### config.mk
export PLATFORM = sky130hd
export DESIGN_NAME = pulse_edge_timing_capture_flat
export DESIGN_NICKNAME = d
export VERILOG_FILES = /design/src/rtl/core/petc_pkg.sv /design/src/rtl/core/petc_if.sv /design/src/rtl/core/pulse_edge_timing_capture.sv /design/src/flat_wrapper.sv
export SDC_FILE = /design/constraint.sdc
export NUM_CORES = 1
export LEC_CHECK = 0
export BUFFER_PORTS_ARGS = -buffer_cell sky130_fd_sc_hd__buf_2
export CELL_PAD_IN_SITES_DETAIL_PLACEMENT = 0
export CELL_PAD_IN_SITES_GLOBAL_PLACEMENT = 2
export CORE_AREA = 2 2 304 306
export CTS_CLUSTER_DIAMETER = 200
export CTS_CLUSTER_SIZE = 8
export DETAILED_ROUTE_END_ITERATION = 8
export DIE_AREA = 0 0 306 308
export HOLD_SLACK_MARGIN = 0.05
export PLACE_DENSITY = 0.82
export RECOVER_POWER = 25
export SETUP_SLACK_MARGIN = 0.4
export SLEW_MARGIN = 20
export SYNTH_ARGS = -nofsm -noshare
export SYNTH_HDL_FRONTEND = slang
export SYNTH_SLANG_ARGS = --single-unit
### constraint.sdc
create_clock -name clk -period 9.01 [get_ports clk]
set_input_delay 1.3515 -clock clk [delete_from_list [all_inputs] [get_ports clk]]
set_output_delay 1.3515 -clock clk [all_outputs]
set_load 0.005 [all_outputs]
### src/rtl/core/petc_pkg.sv
// Shared constants for the pulse edge timing capture block.
// No dependencies; used by the channel interfaces, the top level and its checker.
package petc_pkg;

	localparam int unsigned ACTION_W  = 2;
	localparam int unsigned TIME_W    = 32;
	localparam int unsigned LIMIT_W   = 16;
	localparam int unsigned APB_DW    = 32;
	localparam int unsigned PADDR_W   = 5;
	localparam int unsigned REG_IDX_W = 3;

	typedef logic [ACTION_W-1:0]  action_t;
	typedef logic [TIME_W-1:0]    time_t;
	typedef logic [LIMIT_W-1:0]   limit_t;
	typedef logic [REG_IDX_W-1:0] reg_idx_t;

	// request actions
	localparam action_t ACT_RISE  = 2'd0;
	localparam action_t ACT_FALL  = 2'd1;
	localparam action_t ACT_CLEAR = 2'd2;

	// register indexes, byte address is four times the index
	localparam reg_idx_t REG_COUNT_ENABLE   = 3'd0;
	localparam reg_idx_t REG_RANGE_ENABLES  = 3'd1;
	localparam reg_idx_t REG_PERIOD_MIN     = 3'd2;
	localparam reg_idx_t REG_PERIOD_MAX     = 3'd3;
	localparam reg_idx_t REG_LOW_WIDTH_MIN  = 3'd4;
	localparam reg_idx_t REG_LOW_WIDTH_MAX  = 3'd5;
	localparam reg_idx_t REG_HIGH_WIDTH_MIN = 3'd6;
	localparam reg_idx_t REG_HIGH_WIDTH_MAX = 3'd7;

	// bit positions in the range check enable register
	localparam int unsigned RC_PERIOD     = 0;
	localparam int unsigned RC_LOW_WIDTH  = 1;
	localparam int unsigned RC_HIGH_WIDTH = 2;

endpackage

### src/rtl/core/petc_if.sv
// Valid/ready channel interfaces for the capture block: edge requests in, reports out.
// Depends on petc_pkg.
interface petc_capture_if;
	logic              valid;
	logic              ready;
	petc_pkg::action_t action;
	petc_pkg::time_t   timestamp;

	modport source (output valid, action, timestamp, input ready);
	modport sink (input valid, action, timestamp, output ready);
endinterface

interface petc_report_if;
	logic            valid;
	logic            ready;
	petc_pkg::time_t period;
	petc_pkg::time_t low_width;
	petc_pkg::time_t high_width;
	petc_pkg::time_t edge_total;
	logic            falling_event;

	modport source (output valid, period, low_width, high_width, edge_total, falling_event,
		input ready);
	modport sink (input valid, period, low_width, high_width, edge_total, falling_event,
		output ready);
endinterface

### src/rtl/core/pulse_edge_timing_capture.sv
// Pulse edge timing capture: edge ring, falling counter, width/period report.
// Depends on petc_pkg and the channel interfaces in petc_if.sv.
//
//  channel  | dir | handshake          | payload
//  ---------+-----+--------------------+-----------------------------------------------
//  capture  | in  | valid/ready        | action, timestamp
//  report   | out | valid/ready        | period, low_width, high_width, edge_total,
//           |     |                    | falling_event
//  apb      | in  | psel/penable/pready| paddr, pwdata, pwrite, prdata
//
// One request enters per cycle unless the report stalls; its report passes through the
// input register, the ring read register, then the report register.
// The ring update for one request completes in the cycle it leaves the input register,
// so requests follow each other without bubbles.
// Reset clears the valid bits of both rings at once; no clearing pass is run.
// A stalled report holds the report register, then the ring read register, then
// the input register, and only then drops capture.ready.
module pulse_edge_timing_capture #(
	parameter int unsigned RING_DEPTH = 4
) (
	input  logic                      clk,
	input  logic                      arst_n,
	input  logic                      psel,
	input  logic                      penable,
	input  logic                      pwrite,
	input  logic [petc_pkg::PADDR_W-1:0] paddr,
	input  logic [petc_pkg::APB_DW-1:0]  pwdata,
	output logic [petc_pkg::APB_DW-1:0]  prdata,
	output logic                      pready,
	petc_capture_if.sink              capture,
	petc_report_if.source             report
);

	localparam int unsigned PTR_W  = $clog2(RING_DEPTH);
	localparam int unsigned FILL_W = $clog2(RING_DEPTH + 1);

	typedef logic [PTR_W-1:0] ptr_t;

	// configuration registers
	logic                      count_enable_q;
	logic [2:0]                range_en_q;
	petc_pkg::limit_t          period_min_q;
	petc_pkg::limit_t          period_max_q;
	petc_pkg::limit_t          low_min_q;
	petc_pkg::limit_t          low_max_q;
	petc_pkg::limit_t          high_min_q;
	petc_pkg::limit_t          high_max_q;

	// ring state
	petc_pkg::time_t           rise_mem [RING_DEPTH];
	petc_pkg::time_t           fall_mem [RING_DEPTH];
	logic [RING_DEPTH-1:0]     rise_vld_q;
	logic [RING_DEPTH-1:0]     fall_vld_q;
	ptr_t                      wr_slot_q;
	ptr_t                      last_slot_q;
	logic [FILL_W-1:0]         fill_q;
	petc_pkg::time_t           fall_cnt_q;

	// input register
	logic                      valid_s1;
	petc_pkg::action_t         act_s1;
	petc_pkg::time_t           ts_s1;

	// ring read register
	logic                      valid_s2;
	logic                      full_s2;
	logic                      fell_s2;
	petc_pkg::time_t           total_s2;
	petc_pkg::time_t           ts_s2;
	petc_pkg::time_t           fl_rd_s2;
	petc_pkg::time_t           fp_rd_s2;
	petc_pkg::time_t           rl_rd_s2;
	logic                      fl_byp_s2;
	logic                      fl_vld_s2;
	logic                      fp_vld_s2;
	logic                      rl_byp_s2;
	logic                      rl_vld_s2;

	// report register
	logic                      res_valid_q;
	petc_pkg::time_t           period_q;
	petc_pkg::time_t           low_width_q;
	petc_pkg::time_t           high_width_q;
	petc_pkg::time_t           edge_total_q;
	logic                      falling_event_q;

	// handshake and stage control
	logic                      cfg_wr;
	petc_pkg::reg_idx_t        cfg_idx;
	logic                      res_go;
	logic                      s2_free;
	logic                      s1_free;
	logic                      s1_go;
	logic                      cap_acc;

	// ring update of the request in the input register
	logic                      is_rise;
	logic                      is_fall;
	logic                      is_clr;
	ptr_t                      wr_nx;
	ptr_t                      last_nx;
	ptr_t                      prev_nx;
	logic [FILL_W-1:0]         fill_nx;
	petc_pkg::time_t           cnt_nx;

	// report arithmetic
	petc_pkg::time_t           fall_last;
	petc_pkg::time_t           fall_prev;
	petc_pkg::time_t           rise_last;
	petc_pkg::time_t           per_raw;
	petc_pkg::time_t           low_raw;
	petc_pkg::time_t           high_raw;
	petc_pkg::time_t           per_val;
	petc_pkg::time_t           low_val;
	petc_pkg::time_t           high_val;

	// Drop a value that sits outside its enabled window.
	function automatic petc_pkg::time_t range_gate(
		input petc_pkg::time_t  v,
		input logic             en,
		input petc_pkg::limit_t lo,
		input petc_pkg::limit_t hi
	);
		petc_pkg::time_t lo_w;
		petc_pkg::time_t hi_w;
		lo_w = petc_pkg::TIME_W'(lo);
		hi_w = petc_pkg::TIME_W'(hi);
		if (en && ((v < lo_w) || (v > hi_w))) begin
			return '0;
		end
		return v;
	endfunction

	//--------------------------------------------------------------------------
	// Configuration port: writes land on the access phase, reads are combinational.
	//--------------------------------------------------------------------------
	assign pready  = 1'b1;
	assign cfg_wr  = psel && penable && pwrite && pready;
	assign cfg_idx = paddr[petc_pkg::PADDR_W-1:2];

	always_ff @(posedge clk or negedge arst_n) begin
		if (!arst_n) begin
			count_enable_q <= 1'b0;
			range_en_q     <= '0;
			period_min_q   <= '0;
			period_max_q   <= '0;
			low_min_q      <= '0;
			low_max_q      <= '0;
			high_min_q     <= '0;
			high_max_q     <= '0;
		end else if (cfg_wr) begin
			case (cfg_idx)
				petc_pkg::REG_COUNT_ENABLE:   count_enable_q <= pwdata[0];
				petc_pkg::REG_RANGE_ENABLES:  range_en_q     <= pwdata[2:0];
				petc_pkg::REG_PERIOD_MIN:     period_min_q   <= pwdata[15:0];
				petc_pkg::REG_PERIOD_MAX:     period_max_q   <= pwdata[15:0];
				petc_pkg::REG_LOW_WIDTH_MIN:  low_min_q      <= pwdata[15:0];
				petc_pkg::REG_LOW_WIDTH_MAX:  low_max_q      <= pwdata[15:0];
				petc_pkg::REG_HIGH_WIDTH_MIN: high_min_q     <= pwdata[15:0];
				petc_pkg::REG_HIGH_WIDTH_MAX: high_max_q     <= pwdata[15:0];
				default: begin
				end
			endcase
		end
	end

	always_comb begin
		case (cfg_idx)
			petc_pkg::REG_COUNT_ENABLE:   prdata = petc_pkg::APB_DW'(count_enable_q);
			petc_pkg::REG_RANGE_ENABLES:  prdata = petc_pkg::APB_DW'(range_en_q);
			petc_pkg::REG_PERIOD_MIN:     prdata = petc_pkg::APB_DW'(period_min_q);
			petc_pkg::REG_PERIOD_MAX:     prdata = petc_pkg::APB_DW'(period_max_q);
			petc_pkg::REG_LOW_WIDTH_MIN:  prdata = petc_pkg::APB_DW'(low_min_q);
			petc_pkg::REG_LOW_WIDTH_MAX:  prdata = petc_pkg::APB_DW'(low_max_q);
			petc_pkg::REG_HIGH_WIDTH_MIN: prdata = petc_pkg::APB_DW'(high_min_q);
			petc_pkg::REG_HIGH_WIDTH_MAX: prdata = petc_pkg::APB_DW'(high_max_q);
			default:                      prdata = '0;
		endcase
	end

	//--------------------------------------------------------------------------
	// Stage control. Each stage advances when the one after it is empty or
	// empties in the same cycle, so a full pipe moves every cycle the report is taken.
	//--------------------------------------------------------------------------
	assign res_go        = !res_valid_q || report.ready;
	assign s2_free       = !valid_s2 || res_go;
	assign s1_free       = !valid_s1 || s2_free;
	assign s1_go         = valid_s1 && s2_free;
	assign capture.ready = s1_free;
	assign cap_acc       = capture.valid && s1_free;

	always_ff @(posedge clk or negedge arst_n) begin
		if (!arst_n) begin
			valid_s1    <= 1'b0;
			valid_s2    <= 1'b0;
			res_valid_q <= 1'b0;
		end else begin
			valid_s1    <= cap_acc || (valid_s1 && !s2_free);
			valid_s2    <= s1_go || (valid_s2 && !res_go);
			res_valid_q <= (valid_s2 && res_go) || (res_valid_q && !report.ready);
		end
	end

	// Hold the accepted request until it can move on.
	always_ff @(posedge clk) begin
		if (cap_acc) begin
			act_s1 <= capture.action;
			ts_s1  <= capture.timestamp;
		end
	end

	//--------------------------------------------------------------------------
	// Ring update. A rise writes the current slot; a fall writes it too, makes
	// it the last completed slot and advances. Any edge raises the fill count
	// up to the ring depth. Clear wipes pointers, counts and valid bits.
	//--------------------------------------------------------------------------
	assign is_rise = (act_s1 == petc_pkg::ACT_RISE);
	assign is_fall = (act_s1 == petc_pkg::ACT_FALL);
	assign is_clr  = (act_s1 == petc_pkg::ACT_CLEAR);

	always_comb begin
		wr_nx   = wr_slot_q;
		last_nx = last_slot_q;
		fill_nx = fill_q;
		cnt_nx  = fall_cnt_q;
		if (is_fall) begin
			last_nx = wr_slot_q;
			wr_nx   = (wr_slot_q == PTR_W'(RING_DEPTH - 1)) ? '0 : wr_slot_q + PTR_W'(1);
			if (count_enable_q) begin
				cnt_nx = fall_cnt_q + petc_pkg::TIME_W'(1);
			end
		end
		if ((is_rise || is_fall) && (fill_q < FILL_W'(RING_DEPTH))) begin
			fill_nx = fill_q + FILL_W'(1);
		end
		if (is_clr) begin
			wr_nx   = '0;
			last_nx = '0;
			fill_nx = '0;
			cnt_nx  = '0;
		end
		prev_nx = (last_nx == '0) ? PTR_W'(RING_DEPTH - 1) : last_nx - PTR_W'(1);
	end

	always_ff @(posedge clk or negedge arst_n) begin
		if (!arst_n) begin
			wr_slot_q   <= '0;
			last_slot_q <= '0;
			fill_q      <= '0;
			fall_cnt_q  <= '0;
			rise_vld_q  <= '0;
			fall_vld_q  <= '0;
		end else if (s1_go) begin
			wr_slot_q   <= wr_nx;
			last_slot_q <= last_nx;
			fill_q      <= fill_nx;
			fall_cnt_q  <= cnt_nx;
			if (is_clr) begin
				rise_vld_q <= '0;
				fall_vld_q <= '0;
			end else if (is_rise) begin
				rise_vld_q[wr_slot_q] <= 1'b1;
			end else if (is_fall) begin
				fall_vld_q[wr_slot_q] <= 1'b1;
			end
		end
	end

	// Ring memories: one write and registered reads of the slots the report needs.
	always_ff @(posedge clk) begin
		if (s1_go) begin
			if (is_rise) begin
				rise_mem[wr_slot_q] <= ts_s1;
			end
			if (is_fall) begin
				fall_mem[wr_slot_q] <= ts_s1;
			end
			fl_rd_s2 <= fall_mem[last_nx];
			fp_rd_s2 <= fall_mem[prev_nx];
			rl_rd_s2 <= rise_mem[last_nx];
		end
	end

	// Capture what the report needs; a write to a slot being read bypasses the memory.
	always_ff @(posedge clk) begin
		if (s1_go) begin
			full_s2   <= (fill_nx == FILL_W'(RING_DEPTH));
			fell_s2   <= is_fall;
			total_s2  <= cnt_nx;
			ts_s2     <= ts_s1;
			fl_byp_s2 <= is_fall;
			fl_vld_s2 <= fall_vld_q[last_nx];
			fp_vld_s2 <= fall_vld_q[prev_nx];
			rl_byp_s2 <= is_rise && (wr_slot_q == last_nx);
			rl_vld_s2 <= rise_vld_q[last_nx];
		end
	end

	//--------------------------------------------------------------------------
	// Report: wrapping differences, window check, zero until the ring is full.
	//--------------------------------------------------------------------------
	always_comb begin
		fall_last = fl_byp_s2 ? ts_s2 : (fl_vld_s2 ? fl_rd_s2 : '0);
		fall_prev = fp_vld_s2 ? fp_rd_s2 : '0;
		rise_last = rl_byp_s2 ? ts_s2 : (rl_vld_s2 ? rl_rd_s2 : '0);
		per_raw   = fall_last - fall_prev;
		low_raw   = rise_last - fall_prev;
		high_raw  = fall_last - rise_last;
		per_val   = range_gate(per_raw, range_en_q[petc_pkg::RC_PERIOD],
			period_min_q, period_max_q);
		low_val   = range_gate(low_raw, range_en_q[petc_pkg::RC_LOW_WIDTH],
			low_min_q, low_max_q);
		high_val  = range_gate(high_raw, range_en_q[petc_pkg::RC_HIGH_WIDTH],
			high_min_q, high_max_q);
	end

	always_ff @(posedge clk) begin
		if (valid_s2 && res_go) begin
			period_q        <= full_s2 ? per_val : '0;
			low_width_q     <= full_s2 ? low_val : '0;
			high_width_q    <= full_s2 ? high_val : '0;
			edge_total_q    <= total_s2;
			falling_event_q <= fell_s2;
		end
	end

	assign report.valid         = res_valid_q;
	assign report.period        = period_q;
	assign report.low_width     = low_width_q;
	assign report.high_width    = high_width_q;
	assign report.edge_total    = edge_total_q;
	assign report.falling_event = falling_event_q;

endmodule

### src/flat_wrapper.sv
// flat-port wrapper written by rule: the top's interface ports become plain ports
module pulse_edge_timing_capture_flat 
#(
	parameter int unsigned RING_DEPTH = 4
)
  (clk, arst_n, psel, penable, pwrite, paddr, pwdata, prdata, pready, capture_valid, capture_action, capture_timestamp, capture_ready, report_valid, report_period, report_low_width, report_high_width, report_edge_total, report_falling_event, report_ready);
  petc_capture_if capture_i ();
  petc_report_if report_i ();
  input  logic clk;
  input  logic arst_n;
  input  logic psel;
  input  logic penable;
  input  logic pwrite;
  input  logic [petc_pkg::PADDR_W-1:0] paddr;
  input  logic [petc_pkg::APB_DW-1:0] pwdata;
  output logic [petc_pkg::APB_DW-1:0] prdata;
  output logic pready;
  input wire logic [$bits(capture_i.valid)-1:0] capture_valid;
  input wire logic [$bits(capture_i.action)-1:0] capture_action;
  input wire logic [$bits(capture_i.timestamp)-1:0] capture_timestamp;
  output wire logic [$bits(capture_i.ready)-1:0] capture_ready;
  output wire logic [$bits(report_i.valid)-1:0] report_valid;
  output wire logic [$bits(report_i.period)-1:0] report_period;
  output wire logic [$bits(report_i.low_width)-1:0] report_low_width;
  output wire logic [$bits(report_i.high_width)-1:0] report_high_width;
  output wire logic [$bits(report_i.edge_total)-1:0] report_edge_total;
  output wire logic [$bits(report_i.falling_event)-1:0] report_falling_event;
  input wire logic [$bits(report_i.ready)-1:0] report_ready;
  assign capture_i.valid = capture_valid;
  assign capture_i.action = capture_action;
  assign capture_i.timestamp = capture_timestamp;
  assign capture_ready = capture_i.ready;
  assign report_valid = report_i.valid;
  assign report_period = report_i.period;
  assign report_low_width = report_i.low_width;
  assign report_high_width = report_i.high_width;
  assign report_edge_total = report_i.edge_total;
  assign report_falling_event = report_i.falling_event;
  assign report_i.ready = report_ready;
  pulse_edge_timing_capture #(.RING_DEPTH(RING_DEPTH)) u_core (.clk(clk), .arst_n(arst_n), .psel(psel), .penable(penable), .pwrite(pwrite), .paddr(paddr), .pwdata(pwdata), .prdata(prdata), .pready(pready), .capture(capture_i), .report(report_i));
endmodule
# [After elaboration in Yosys (flattened, before gate mapping)]
# Memories as Yosys holds them, arrays and structs flattened. A register that Yosys moved wholly into a read port is not among the register bits.
# Index checks and enable logic that the tools add are counted.
[classes] addsub=7 mul=0 div_mod_pow=0 order_cmp=11 eq_ne=13 shift=0 n_mux=45 bitwise=2 n_reduce_logical=46
[ops] cell="32-bit two-way mux" count=14
[ops] cell="32-bit case mux with 8 select lines" count=1
[ops] cell="32-bit by 16-bit greater-than comparator with 1-bit output" count=3
[ops] cell="32-bit by 16-bit < comparator with 1-bit output" count=3
[ops] cell="32-bit subtractor" count=3
[ops] cell="32-bit by 1-bit adder with 32-bit output (second input constant)" count=1
[ops] cell="4-bit two-way mux" count=5
[ops] cell="2-bit AND reduction" count=10
[ops] cell="3-bit == test (second input constant)" count=5
[ops] cell="1-bit logical AND" count=14
[ops] cell="1-bit two-way mux" count=13
[ops] cell="2-bit two-way mux" count=6
[ops] cell="1-bit logical OR" count=10
[ops] cell="2-bit by 3-bit < comparator with 1-bit output (second input constant)" count=3
[ops] cell="4-bit bitwise OR" count=2
[ops] cell="1-bit binary-select mux with 2-bit select" count=3
[ops] cell="3-bit by 2-bit == test with 1-bit output (second input constant)" count=2
[ops] cell="1-bit logical NOT" count=6
[ops] cell="3-bit two-way mux" count=2
[ops] cell="2-bit == test (second input constant)" count=2
[ops] cell="2-bit logical NOT" count=2
[ops] cell="2-bit nonzero test" count=2
[ops] cell="3-bit by 1-bit adder with 3-bit output (second input constant)" count=1
[ops] cell="3-bit by 1-bit == test with 1-bit output (second input constant)" count=1
[ops] cell="other kinds (10)" count=10
[totals] reg_bits=383 latch_bits=0 ramBits=256 romBits=0 in_bits=78 out_inout_bits=164 elab_cells=158 memories=2
[mem_list] name="u_core.fall_mem" words=4 word_bits=32 rd=2 rd_clocked_by_memory_dff=2 write_ports=1 line="pulse_edge_timing_capture.sv:51" text="petc_pkg::time_t fall_mem [RING_DEPTH];"
[mem_list] name="u_core.rise_mem" words=4 word_bits=32 rd=1 rd_clocked_by_memory_dff=1 write_ports=1 line="pulse_edge_timing_capture.sv:50" text="petc_pkg::time_t rise_mem [RING_DEPTH];"

# [Logic depth before layout (Yosys ltp)]
# Gate-level depths: netlist of run 1.
[depth] word_depth=8 ltp_mapped=26 ltp_nobuf=23

# [Least setup slack after synthesis of run 1]
# Ideal clock, no wire load.
[synth_path] path_type="input port to flip-flop" from="in report_ready" to="reg u_core.fell_s2 (enable)" setup_ps=595 t_arrival_ps=6651 t_required_ps=8415 slack_ps=1764 cell_stages=6 path_buffers=2 path_cell_list="nor2b_1 nand2_1 nand2_1 inv_1 clkbuf_1 clkbuf_1"
[synth_between] elab_chain_cells=3
[synth_rtl] item="from (decl)" line="flat_wrapper.sv:28" text="input wire logic [$bits(report_i.ready)-1:0] report_ready;"
[synth_rtl] item="1-bit logical OR" line="pulse_edge_timing_capture.sv:185" text="assign res_go = !res_valid_q || report.ready;"
[synth_rtl] item="1-bit logical OR" line="pulse_edge_timing_capture.sv:186" text="assign s2_free = !valid_s2 || res_go;"
[synth_rtl] item="1-bit logical AND" line="pulse_edge_timing_capture.sv:188" text="assign s1_go = valid_s1 && s2_free;"
[synth_rtl] item="via u_core.s1_go" line="pulse_edge_timing_capture.sv:93" text="logic s1_go;"
[synth_rtl] item="to (signal assigned)" line="pulse_edge_timing_capture.sv:288" text="fell_s2 <= is_fall;"
[synth_rtl] item="to (decl)" line="pulse_edge_timing_capture.sv:67" text="logic fell_s2;"
# The timed path passes the listed nets, and every way through them passes these cells.
# A chain may end at the register's enable or synchronous reset.

==> results.py, run 1 <==
metrics = {
    "outcome": {
        "status": "complete, but fails checks",
        "failed_checks": "max-capacitance violations, max-slew violations",
    },
    "clock_network": {
        "post_cts_resize_count": 0,
        "cts_tree": "yes",
        "clock_path_buffers": 3,
        "cts.sinks": 735,
        "post_cts_hold_buffer_count": 0,
        "h_tree_levels": 3,
        "post-cts-setup-buffer-count": 0,
        "clk_transition_reported_paths_ns": 0.06,
        "worst_skew_pair.late_latency_ns": 0.70,
        "numCtsBuffers": 101,
        "cts.root.buffer_cell": "clkbuf_16",
    },
    "placed_design": {
        "dpl-instance-area_um2": 40200,
        "hpwlAfterDp_um": 84500,
        "io_buffer_count": 206,
        "gpl.final_weighted_congestion": 0.923,
        "place.detailed.instances": 4450,
    },
    "yosys": {
        "synth_cells": 3167,
        "synth_flop_cell": "edfxtp_1",
        "postSynthRegisterBits": 735,
        "synth-edff-count": 585,
        "synthesis.area_um2": 38100,
        "postSynth.asyncResetShare": 0.204,
        "seq_area_frac_synth": 0.560,
        "synth.yosys.warnings": 0,
        "muxShareOfSynthArea": 0.0741,
        "distinct_cells_synth": 91,
        "main_combinational_cell_family_by_area_after_synthesis": "compound AO/OA/AOI/OAI gates",
        "yosys.area_share.adder": 0.0634,
        "simple_gate_fraction_of_synth_area": 0.112,
        "avgSynthCellArea_um2": 12.0,
        "synth_compound_area_frac": 0.131,
        "synth-xor-area-share": 0.0235,
    },
    "global_routing": {
        "globalRouteOverflowTotal": 0,
        "largest_net_degree_at_the_start_of_global_routing": 81,
        "initial_antenna_violation_count": 0,
        "grt_first_pass_wirelength_um": 170000,
        "first_global_vias": 26300,
        "tot_gr_track_use": 0.242,
    },
    "critical_path": {
        "timing.critical_path.fanout_max": 49,
        "reg2reg_from": "u_core.fell_s2",
        "endpoint_kind": "flip-flop",
        "critPathMostFrequentCell": "o21ai_0",
        "timing.critical_path.arrival_ns": 8.13,
        "slowest_delay_ns": 0.58,
        "startpoint_type": "flip-flop",
        "critical_path.endpoint": "u_core.report.high_width[7]",
        "worst_setup_path_startpoint": "u_core.fell_s2",
        "r2r_setup_slack_ns": 1.34,
        "cp.required_ns": 9.47,
        "critPathKind": "flip-flop to flip-flop",
        "timing.rr.end": "u_core.report.high_width[7]",
        "r2r.worst_path.cells": 25,
        "worst_path_max_delay_cell": "nand4_1",
    },
    "power": {
        "total_power_mw": 14.6,
        "ir_drop_v": 0.000151,
        "power.internal_mw": 8.68,
        "power_switching_share": 0.405,
        "comb_pwr_share": 0.449,
        "power.density_nw_per_um2": 338,
        "clkPwrFrac": 0.239,
        "p_sw_mw": 5.92,
        "leakage_nw": 16.7,
        "relative_contribution_of_sequential_cells_to_total_power": 0.312,
    },
    "sta": {
        "hold-worst-slack_ns": 0.414,
        "final_min_period_over_clock_period": 0.852,
        "fin_tns_setup_ns": 0,
        "final.setup_skew_ns": 0.0603,
        "timing.final.hold_violations": 0,
        "setup_viol": 0,
        "fmaxAchievable_mhz": 130,
        "worst-slew-pin-transition_ns": 4.57,
        "setup_repair_after_global_routing_missed_its_margin": "false",
        "timing.final.max_slew_violations": 78,
        "post-route-min-period_ns": 7.67,
        "maxSlewHeadroom": -2.05,
    },
    "routing": {
        "drtAntennaViolNets": 0,
        "routed_via_density": 5.76,
        "vias": 26600,
        "drt_pre_antenna_iters": 7,
        "first_iter_violations": 2229,
        "drcViolationCount": 0,
        "wirelength_um": 115000,
        "wire_per_inst_um": 24.9,
    },
    "final_layout": {
        "area_growth_pct": 13.4,
        "fillerInstances": 8141,
        "n_antenna_cell": 0,
        "final-instance-count-excl-fill": 4608,
        "commonest_non_fill_non_tap_cells_in_the_layout": "585 x edfxtp_1, 409 x nand2_1, 207 x o21ai_0, 200 x buf_2, 183 x ha_1",
        "nNetsFinal": 3632,
        "layout-drive-gt1-share": 0.151,
        "finalInstanceArea_um2": 43100,
        "mostFrequentLayoutCell": "edfxtp_1",
    },
    "run": {
        "cap_violations": 1,
    },
    "floorplanning": {
        "placeableCoreArea_um2": 91000,
        "floorplan.io_pins": 242,
        "die_width_um": 306,
        "vertical_extent_of_the_die_um": 308,
        "fp-row-count": 111,
        "initial_utilization": 0.418,
        "dieArea_um2": 94200,
    },
    "hold_path": {
        "min_delay_path_depth": 0,
        "min-delay-path-class": "flip-flop to flip-flop",
    },
}
==> critical path: cells and delay by family (launching register included) <==
kind | cells | cell delay, ns
simple gates | 8 | 2.12
buf+inv | 3 | 0.80
compound gates | 9 | 2.29
flops | 1 | 0.33
xor+xnor | 1 | 0.56
fa+ha+maj | 4 | 1.31
==> cells by family after synthesis <==
family,Yosys count
muxes,145
xor gates and xnor gates,102
and+or+nand+nor,920
adders and majority gates,192
DFF,735
other,2
buffers and inverters,331
AOI/OAI and AO/OA,740
==> power by group through the flow <==
stage	Sequential, mW	Combinational (mW)	Clock (mW)
final	4.55	6.56	3.49
after global routing	4.59	7.18	3.72
after CTS	4.55	6.54	3.57
after detailed placement	4.60	6.51	0
after global placement	4.58	6.42	0
after floorplan	4.52	4.36	0
==> metrics by stage <==
step | util | setup WS [ns]
finish | 0.474 | 1.34
global route | 0.474 | 0.651
CTS | 0.474 | 1.39
detailed placement | 0.442 | 1.47
global placement | 0.442 | 1.63
floorplan | - | 1.76
==> worst min-delay path by stage <==
| stage | end | start | slack [ns] |
|---|---|---|---|
| floorplan | u_core.report.edge_total[0] | u_core.total_s2[0] | 0.40 |
| global placement | u_core.report.edge_total[24] | u_core.total_s2[24] | 0.40 |
| detailed placement | u_core.report.edge_total[10] | u_core.total_s2[10] | 0.40 |
| CTS | u_core.report.edge_total[19] | u_core.total_s2[19] | 0.42 |
| global route | u_core.report.edge_total[20] | u_core.total_s2[20] | 0.43 |
| finish | u_core.report.edge_total[19] | u_core.total_s2[19] | 0.41 |
==> registers in the layout, indices dropped and copies added (netlist names), 32 cells and up <==
signal and cells:
u_core.fall_cnt_q 32, u_core.fall_mem 128, u_core.fl_rd_s2 32, u_core.fp_rd_s2 32, u_core.report.edge_total 32, u_core.report.high_width 32
u_core.report.low_width 32, u_core.report.period 32, u_core.rise_mem 128, u_core.rl_rd_s2 32, u_core.total_s2 32, u_core.ts_s1 32
u_core.ts_s2 32
==> synthesized netlist by cell type (19+ instances only) <==
master | n | area share
o31ai_1 | 37 | 0.0073
a21o_1 | 57 | 0.011
inv_1 | 170 | 0.017
clkbuf_1 | 109 | 0.011
o21a_1 | 26 | 0.0051
o21bai_1 | 24 | 0.0047
xor2_1 | 52 | 0.012
mux4_2 | 108 | 0.064
nor3_1 | 50 | 0.0066
a31oi_1 | 24 | 0.0039
dfrtp_1 | 150 | 0.099
a22o_1 | 44 | 0.010
edfxtp_1 | 585 | 0.46
ha_1 | 184 | 0.061
nand3_1 | 77 | 0.010
a21oi_1 | 137 | 0.018
mux2i_1 | 23 | 0.0061
a22oi_1 | 26 | 0.0051
nand2b_1 | 22 | 0.0036
and2_1 | 32 | 0.0053
and3_1 | 36 | 0.0059
buf_1 | 23 | 0.0023
xnor2_1 | 50 | 0.012
nor2_1 | 149 | 0.015
nand2_1 | 409 | 0.040
buf_4 | 19 | 0.0037
nand4_1 | 41 | 0.0067
o21ai_0 | 207 | 0.027
==> layout make-up <==
type | count | area (um^2) | area share
well taps | 1186 | 1480 | 0.0344
clock inverters | 7 | 165 | 0.00383
multi-input cells | 2116 | 15500 | 0.359
repair buffers | 243 | 1310 | 0.0303
inverters | 170 | 643 | 0.0149
clock buffers | 151 | 2720 | 0.0629
flip-flops and latches | 735 | 21300 | 0.494
==> per-layer routing <==
layer / GRT usage / share of wire
met5: 0 / 0
met4: 0.106 / 0.043
met3: 0.0322 / 0.051
met2: 0.398 / 0.48
met1: 0.321 / 0.43
Note: power is estimated with default switching activity, not from simulation.
==> run 2: changes to the inputs <==
CORE_AREA = 5 5 323 325   (was 2 2 304 306)
DIE_AREA = 0 0 328 330   (was 0 0 306 308)
PLACE_DENSITY = 0.78   (was 0.82)
clock period = 6.3 ns   (was 9.01 ns; I/O delays follow)
==> run 2 against run 1 <==
  * The run still ends with max-capacitance violations, max-slew violations left
  * Die area rose by 15%
  * Sequential share of layout area decreased by 1.0 points
  * Clock power grew 43%
  * Total power increased by 47%
  * Clock skew fell by 0.025 ns
  * Critical path type unchanged
  * Core utilization decreased by 3.9 points
  * First-iteration DRC count shrank 19%
  * Non-clock buffer count up 55
  * Register-to-register slack worse by 0.72 ns
  * Critical path depth is 1 lower
  * Combinational power up 54%
==> results.py, run 2 (synthesized netlist as in run 1, its figures left out) <==
metrics = {
    "power": {
        "power.density_nw_per_um2": 489,
        "ir_drop_v": 0.000235,
        "leakage_nw": 17.1,
        "total_power_mw": 21.5,
    },
    "final_layout": {
        "layout-drive-gt1-share": 0.174,
        "final-instance-count-excl-fill": 4833,
        "largestRegisters": "u_core.fall_mem (128), u_core.rise_mem (128)",
        "commonest_non_fill_non_tap_cells_in_the_layout": "585 x edfxtp_1, 407 x nand2_1, 199 x buf_2, 198 x o21ai_0, 181 x ha_1",
        "fillerInstances": 9447,
        "mostFrequentLayoutCell": "edfxtp_1",
        "area_growth_pct": 15.8,
        "nNetsFinal": 3687,
        "finalInstanceArea_um2": 44100,
        "n_antenna_cell": 0,
    },
    "routing": {
        "drt_pre_antenna_iters": 9,
        "routed_via_density": 5.42,
        "drtAntennaViolNets": 0,
        "first_iter_violations": 1815,
        "drcViolationCount": 0,
        "vias": 26200,
        "wirelength_um": 115000,
        "wire_per_inst_um": 23.7,
    },
    "global_routing": {
        "tot_gr_track_use": 0.209,
        "largest_net_degree_at_the_start_of_global_routing": 145,
        "globalRouteOverflowTotal": 0,
        "first_global_vias": 25900,
        "grt_first_pass_wirelength_um": 170000,
        "initial_antenna_violation_count": 2,
    },
    "hold_path": {
        "min-delay-path-class": "flip-flop to flip-flop",
    },
    "critical_path": {
        "cp.depth": 24,
        "timing.critical_path.fanout_max": 17,
        "r2r_setup_slack_ns": 0.62,
        "critPathKind": "flip-flop to flip-flop",
        "critical_path.endpoint": "u_core.report.high_width[8]",
        "slowest_delay_ns": 0.51,
        "r2r.worst_path.cells": 24,
        "cp_num_buf_inv": 2,
        "timing.rr.end": "u_core.report.high_width[8]",
        "endpoint_kind": "flip-flop",
        "worst_path_max_delay_cell": "edfxtp_1",
        "startpoint_type": "flip-flop",
        "cp.required_ns": 6.82,
        "worst_setup_path_startpoint": "u_core.rl_byp_s2",
        "timing.critical_path.cells": "and3b_1 > nand2b_1 > ha_1 > inv_1 > fa_1 > a21oi_2 > o311ai_2 > a31o_2 > maj3_2 > a31oi_2 > o21ai_1 > xnor2_2 > ha_1 > nand3_1 > or2_2 > nor4_4 > or3_1 > o211a_1 > nor4b_2 > o21ai_0 > nor4_1 > nand4_1 > buf_4 > o21ai_0",
        "reg2reg_from": "u_core.rl_byp_s2",
        "crit_family": "simple AND/OR/NAND/NOR gates",
        "timing.critical_path.arrival_ns": 6.20,
    },
    "sta": {
        "hold-worst-slack_ns": 0.410,
        "fin_tns_setup_ns": 0,
        "timing.final.max_slew_violations": 96,
        "final.setup_skew_ns": 0.0349,
        "timing.final.hold_violations": 0,
        "fmaxAchievable_mhz": 176,
        "post-route-min-period_ns": 5.68,
        "setup_repair_after_global_routing_missed_its_margin": "true",
        "worst-slew-pin-transition_ns": 4.69,
        "setup_viol": 0,
        "final_min_period_over_clock_period": 0.902,
        "maxSlewHeadroom": -2.13,
    },
    "floorplanning": {
        "vertical_extent_of_the_die_um": 330,
        "floorplan.io_pins": 242,
        "fp-row-count": 117,
        "placeableCoreArea_um2": 101000,
        "initial_utilization": 0.376,
        "dieArea_um2": 108000,
        "die_width_um": 328,
    },
    "clock_network": {
        "h_tree_levels": 3,
        "cts.sinks": 735,
        "cts.root.buffer_cell": "clkbuf_16",
        "numCtsBuffers": 101,
        "post_cts_hold_buffer_count": 0,
        "cts_tree": "yes",
        "clock_path_buffers": 3,
        "worst_skew_pair.late_latency_ns": 0.70,
        "clk_transition_reported_paths_ns": 0.05,
    },
    "outcome": {
        "status": "complete, but fails checks",
        "failed_checks": "max-capacitance violations, max-slew violations",
    },
    "placed_design": {
        "gpl.final_weighted_congestion": 0.948,
        "place.detailed.instances": 4675,
        "dpl-instance-area_um2": 40900,
        "hpwlAfterDp_um": 85400,
        "io_buffer_count": 206,
    },
    "run": {
        "cap_violations": 1,
    },
}
## run 2: changes by cell type in the layout (fill, tap and decap cells not counted), moves of 5 or more
cell	previous run	this run
o21ai_0	207	198
buf_12	0	7
xnor2_2	0	5
clkbuf_1	56	46
o21ai_1	5	14
buf_4	35	82
xnor2_1	50	45
## run 2: worst min-delay path by stage
stage               slack (ns)                   from  depth (start not counted)                            to
detailed placement        0.41    u_core.total_s2[10]                          0  u_core.report.edge_total[10]
global route              0.39  capture_timestamp[18]                          1              u_core.ts_s1[18]
finish                    0.41     u_core.total_s2[3]                          0   u_core.report.edge_total[3]
floorplan                 0.40     u_core.total_s2[0]                          0   u_core.report.edge_total[0]
CTS                       0.37  capture_timestamp[18]                          1              u_core.ts_s1[18]
global placement          0.40     u_core.total_s2[2]                          0   u_core.report.edge_total[2]
## run 2: per-stage QoR
stage / setup slack (ns) / util
floorplan: 0.607 / -
finish: 0.619 / 0.436
global placement: 0.199 / 0.404
detailed placement: 0.0777 / 0.404
CTS: 0.390 / 0.433
global route: 0.325 / 0.436
## run 2: what timing repair did
item | in CTS | in global routing
pin swaps | 1 | 4
endpoints found under the setup margin | 17 | 47
buffers inserted | 2 | 9
gates resized for setup | 12 | 40
## run 2: worst register-to-register path, cell delays in order (launching register included)
cell and delay (ns):
edfxtp_1 0.51, and3b_1 0.26, nand2b_1 0.14, ha_1 0.17, inv_1 0.06, fa_1 0.42, a21oi_2 0.19, o311ai_2 0.12
a31o_2 0.29, maj3_2 0.36, a31oi_2 0.23, o21ai_1 0.12, xnor2_2 0.18, ha_1 0.29, nand3_1 0.09, or2_2 0.34
nor4_4 0.28, or3_1 0.14, o211a_1 0.19, nor4b_2 0.21, o21ai_0 0.14, nor4_1 0.31, nand4_1 0.12, buf_4 0.21
o21ai_0 0.17
## run 2: report_power, final
part | internal (mW) | switching (mW) | leakage, nW
clock | 2.93 | 2.06 | 1.37
combinational | 3.77 | 6.28 | 8.36
sequential | 6.12 | 0.370 | 7.36
## run 2: routing by layer
layer  part of all wire  wire (um)  track usage  up-vias
met5            0.00022         25            0        -
met4              0.037       4210       0.0747        4
met3              0.048       5510       0.0281      196
met2               0.48      54600        0.348      725
met1               0.44      50500        0.284    12900
li1                   -          -            -    12400
## run 2: final cells by class
type / instances / area, um^2 / share of cell area
tap: 1368 / 1710 / 0.0388
sequential: 735 / 21300 / 0.484
clock buffer: 139 / 2670 / 0.0606
clock inverter: 7 / 190 / 0.00432
inverter: 170 / 646 / 0.0147
timing repair buffer: 298 / 1820 / 0.0413
multi-input combinational: 2116 / 15700 / 0.356
